--- src/sv/morph_target_blend_accumulate_unit_defines.svh ---
// assertion macros for the morph target blend accumulate unit
// included by files that carry concurrent assertions, no other dependencies
`ifndef MORPH_TARGET_BLEND_ACCUMULATE_UNIT_DEFINES_SVH
`define MORPH_TARGET_BLEND_ACCUMULATE_UNIT_DEFINES_SVH

// same-cycle implication under asynchronous active-low reset
`define MTBA_ASSERT_IMP(label, clk, rst_n, ante, cons, msg) \
	label: assert property (@(posedge clk) disable iff (!rst_n) (ante) |-> (cons)) \
		else $error(msg);

// next-cycle implication under asynchronous active-low reset
`define MTBA_ASSERT_NXT(label, clk, rst_n, ante, cons, msg) \
	label: assert property (@(posedge clk) disable iff (!rst_n) (ante) |=> (cons)) \
		else $error(msg);

`endif

--- src/sv/mtba_fifo.sv ---
// small first-in first-out queue between the front and back parts
// no dependencies
`default_nettype none

module mtba_fifo #(
	parameter int WIDTH = 8,
	parameter int DEPTH = 2
) (
	input  wire logic             clk,
	input  wire logic             arst_n,
	input  wire logic             push,
	input  wire logic [WIDTH-1:0] din,
	input  wire logic             pop,
	output logic      [WIDTH-1:0] dout,
	output logic                  full,
	output logic                  empty
);
	localparam int PW = (DEPTH > 1) ? $clog2(DEPTH) : 1;
	localparam int CW = $clog2(DEPTH + 1);

	logic [WIDTH-1:0] buf_q [DEPTH];
	logic [PW-1:0]    wr_q;
	logic [PW-1:0]    rd_q;
	logic [CW-1:0]    cnt_q;

	assign full  = (cnt_q == CW'(DEPTH));
	assign empty = (cnt_q == '0);
	assign dout  = buf_q[rd_q];

	always_ff @(posedge clk or negedge arst_n) begin
		if (!arst_n) begin
			wr_q  <= '0;
			rd_q  <= '0;
			cnt_q <= '0;
		end else begin
			if (push) begin
				wr_q <= (wr_q == PW'(DEPTH - 1)) ? '0 : wr_q + 1'b1;
			end
			if (pop) begin
				rd_q <= (rd_q == PW'(DEPTH - 1)) ? '0 : rd_q + 1'b1;
			end
			if (push && !pop) begin
				cnt_q <= cnt_q + 1'b1;
			end else if (pop && !push) begin
				cnt_q <= cnt_q - 1'b1;
			end
		end
	end

	always_ff @(posedge clk) begin
		if (push) begin
			buf_q[wr_q] <= din;
		end
	end

endmodule

`default_nettype wire

--- config.mk ---
export PLATFORM = sky130hd
export DESIGN_NAME = mtba_fifo
export DESIGN_NICKNAME = d
export VERILOG_FILES = /design/src/sv/morph_target_blend_accumulate_unit_defines.svh /design/src/sv/mtba_fifo.sv
export SDC_FILE = /design/constraint.sdc
export NUM_CORES = 1
export LEC_CHECK = 0
export BUFFER_PORTS_ARGS = -buffer_cell sky130_fd_sc_hd__buf_2
export CAP_MARGIN = 20
export CORE_MARGIN = 2
export CORE_UTILIZATION = 43
export CTS_CLUSTER_SIZE = 25
export DETAILED_ROUTE_END_ITERATION = 12
export GPL_TIMING_DRIVEN = 0
export PLACE_DENSITY = 0.74
export SKIP_CTS_REPAIR_TIMING = 1
export SLEW_MARGIN = 20
export SYNTH_ARGS = -nofsm -noshare
export SYNTH_HDL_FRONTEND = slang
export SYNTH_SLANG_ARGS = --single-unit
--- constraint.sdc ---
create_clock -name clk -period 1.3 [get_ports clk]
set_clock_uncertainty 0.1 [all_clocks]
set_input_delay 0.26 -clock clk [delete_from_list [all_inputs] [get_ports clk]]
set_output_delay 0.26 -clock clk [all_outputs]
set_load 0.03 [all_outputs]
; ---- Word-level counts from Yosys, hierarchy flattened
; Memories as Yosys holds them, arrays and structs flattened.
; Index checks and enable logic that the tools add are counted.
[totals]
word_cells = 21
n_memories = 1
ram_bits = 16
reg_bits = 4
[memory_table]
columns = name, depth, word_bits, rd, rd_ports_with_merged_regs, write_ports, line
row1 = buf_q, 2, 8, 1, 0, 1, mtba_fifo.sv:21  ; logic [WIDTH-1:0] buf_q [DEPTH];
[op_classes]
eq_ne = 1
n_addsub = 4
n_reduce_logical = 6
mux = 6
[op_table]
columns = cell, n
row1 = $mux W1, 4
row2 = $mux W2, 2
row3 = $add A1 B1 Y1 const B, 2
row4 = $add A2 B1 Y2 const B, 1
row5 = $eq A2 B2 Y1 const B, 1
row6 = $logic_and A1 B1 Y1, 2
row7 = $logic_not A1 Y1, 2
row8 = $logic_not A2 Y1, 1
row9 = $reduce_bool A2 Y1, 1
row10 = $sub A2 B1 Y2 const B, 1

; ---- Depth between registers and ports, before layout
[logic_depth]
ltp_word = 4
mapped_depth = 5
depth_no_buf = 5

; ---- Worst setup path before layout
; No wires, ideal clock.
[synth_path]
path_type = flip-flop to flip-flop
start = reg wr_q
end = mem buf_q[0][0], enable pin
path_slack_ns = 0.038
setup_ns = 0.373
arrival_time_ns = 0.789
stages_incl_launch_ff = 2
synth_period_minus_slack_ns = 1.262
cell_sequence = dfrtp_1 > nor2b_1
[synth_lines]
columns = element, line
row1 = from (decl), mtba_fifo.sv:22  ; logic [PW-1:0] wr_q;
row2 = from (signal assigned), mtba_fifo.sv:37  ; wr_q <= (wr_q == PW'(DEPTH - 1)) ? '0 : wr_q + 1'b1;
row3 = to (decl), mtba_fifo.sv:21
; Straight into the memory's write port.

; ---- Worst setup path in the final report
[layout_path]
start = reg rd_q
end = out dout[6]
[layout_between]
elab_chain_len = 1
[layout_rtl]
columns = element, line
row1 = from (decl), mtba_fifo.sv:23  ; logic [PW-1:0] rd_q;
row2 = from (signal assigned), mtba_fifo.sv:40  ; rd_q <= (rd_q == PW'(DEPTH - 1)) ? '0 : rd_q + 1'b1;
row3 = $mem_v2 Z2 W8, -
row4 = to (decl), mtba_fifo.sv:14  ; output logic [WIDTH-1:0] dout,
; Every way passes these cells.

==> flow_summary.toml <==
[synthesis]
synthAdderAreaFrac = 0.0162
yosys.area_share.simple = 0.0373
mappedNetlistArea_sq_um = 771
syn-num-nets = 54
yosysWarnings = 0
muxShareOfSynthArea = 0.117
synth_cell_types = 12
synth-seq-cells = 20
syn_area_per_cell_sq_um = 18.8
postSynthCellCount = 41
synth_xor_area_frac = 0.0568
synth_top_family_by_area = "multiplexers"
synth_compound_area_frac = 0
ys_seq_area_frac = 0.753

[die]
coreArea_sq_um = 1710
die_area_sq_um = 2150
initial_core_util = 0.451
fp.dieH_um = 46.3
dieWidth_um = 46.3
io_pins = 22
placementRows = 15

[clock_tree]
clockRootBuffer = "clkbuf_4"
cts_tree = "built"
numCtsBuffers = 3
clk_transition_reported_paths_ns = 0.12
clk_latency_ns = 0.30
max-clock-path-buffers = 2
clkSinkCount = 20
htreeDepth = 1

[sta]
fin_ws_ns = -0.351
relSlewSlack = 0.836
worst_pin_slew_ns = 0.245
period_minus_slack_ns = 1.65
hold_ws_ns = 0.0405
setup_tns_ns = -2.90
maxSlewViolCount = 0
period_share = 1.27
setup_viol = 10
fmax_ghz = 0.606
grt_setup_unrepaired = "true"
hold_viol_final = 0

[hold_path]
hp-class = "in -> reg"
worstHoldStart = "din[0]"
hold-path-cell-count = 1
min_to = "buf_q[1][0]$_DFFE_PP_"

[worst_setup_path]
reg2reg_depth = 1
worst-setup-path-type = "reg -> out"
start_kind = "flip-flop"
crit_path_end_kind = "output pin"
r2r-end = "buf_q[1][6]$_DFFE_PP_"
reg2reg_slack_ns = 0.16
required_ns = 0.94
arrival_ns = 1.29
cp_max_fo = 5
reg2reg_from = "wr_q$_DFFE_PN0P_"

[status]
status = "finished with violations"
failed_checks = "setup timing"

[cells_and_area]
nets = 87
drive_above_1_share = 0.575
synthToLayoutAreaGrowth_pct = 41.4
diodes = 0

[placed_design]
routabilityCongestion = 0.616
port_buffers = 21

[global_routing]
antenna_found_initial = 0
groute.usage.overall = 0.122
grt_overflow_total = 0
grt_pass1_vias = 422
grt_max_degree = 12
grt_pass1_wl_um = 1700

[detailed_routing]
drt-initial-drc-count = 4
routed_via_density = 4.46
drtAntennaViolNets = 0
wl_per_cell_um = 13.2
routed_wl_um = 1290
drtPass1Iterations = 2
drcViolationCount = 0
via_count = 437

[power_and_ir_drop]
peakVddDrop_uv = 1060
power.leakage_uw = 0.000474
p_per_area_nw_per_um2 = 2300
power_uw = 2510

[run]
maxCapViolations = 0
cells in the mapped netlist:
| library cell | count | area share |
|---|---|---|
| and2_1 | 1 | 0.0081 |
| and2b_2 | 1 | 0.011 |
| buf_6 | 1 | 0.015 |
| dfrtp_1 | 4 | 0.13 |
| edfxtp_1 | 16 | 0.62 |
| ha_1 | 1 | 0.016 |
| inv_1 | 1 | 0.0049 |
| mux2_2 | 8 | 0.12 |
| nor2_1 | 2 | 0.0097 |
| nor2b_1 | 1 | 0.0081 |
| xnor2_1 | 1 | 0.011 |
| xor2_1 | 4 | 0.045 |
kinds of logic after synthesis:
| kind of cell | Yosys count |
|---|---|
| flip-flops | 20 |
| adder cells (fa/ha/maj) | 1 |
| multiplexers | 8 |
| buffers and inverters | 2 |
| XOR/XNOR | 5 |
| AND/OR/NAND/NOR | 5 |
state kept, by name (all words and copies together) (netlist names):
name and flops:
rd_q 1, buf_q 16, cnt_q 2, wr_q 1
how the worst max path moves through the flow:
stage               slack [ns]                    end              from  depth (start not counted)
floorplan                 0.04  buf_q[0][0]$_DFFE_PP_  wr_q$_DFFE_PN0P_                          1
global placement         -0.17  buf_q[0][6]$_DFFE_PP_              push                          2
detailed placement       -0.18  buf_q[0][1]$_DFFE_PP_              push                          2
CTS                      -0.37                dout[0]  rd_q$_DFFE_PN0P_                          3
global route             -0.39                dout[1]  rd_q$_DFFE_PN0P_                          3
finish                   -0.35                dout[6]  rd_q$_DFFE_PN0P_                          3
stage by stage:
step	std cells	utilization	setup slack (ns)	instance area, sq um
2_1_floorplan	41	-	0.0383	771
3_3_place_gp	87	0.531	-0.175	907
3_5_place_dp	87	0.531	-0.178	907
4_1_cts	91	0.547	-0.373	933
5_1_grt	98	0.638	-0.388	1090
6_report	98	0.638	-0.351	1090
cell usage in the layout (no fill, tap or decap):
| cell type | count |
|---|---|
| mux2_4 | 8 |
| and2_2 | 1 |
| and2b_2 | 1 |
| buf_2 | 11 |
| nor2_1 | 2 |
| clkbuf_1 | 1 |
| nor2b_4 | 1 |
| edfxtp_1 | 16 |
| xnor2_1 | 1 |
| clkbuf_4 | 3 |
| inv_1 | 1 |
| buf_4 | 6 |
| ha_1 | 1 |
| xor2_1 | 4 |
| dlygate4sd3_1 | 1 |
| buf_6 | 11 |
| dfrtp_1 | 4 |
worst max-delay path: stages (launching register included):
cell	delay (ns)
dfrtp_1	0.42
buf_6	0.15
mux2_4	0.30
buf_6	0.14
cell type report:
type / count / area (sq um)
timing repair buffer: 28 / 223
buffer: 1 / 11.3
clock buffer: 4 / 26.3
multi-input combinational: 19 / 214
fill: 138 / 618
sequential: 20 / 581
tap: 25 / 31.3
inverter: 1 / 3.75
metal layers:
layer	wire, um	vias up	global-route usage
met5	0	-	0
met4	0	0	0.0686
met3	74	0	0.0392
met2	677	13	0.211
met1	541	213	0.128
li1	-	211	-
power breakdown:
| group | internal, uW | total, uW | switching (uW) |
|---|---|---|---|
| logic | 660 | 1250 | 592 |
| registers | 871 | 960 | 89.4 |
| clock network | 119 | 299 | 179 |
| total | 1650 | 2510 | 861 |
No activity file was read; power rests on OpenSTA's default activity.
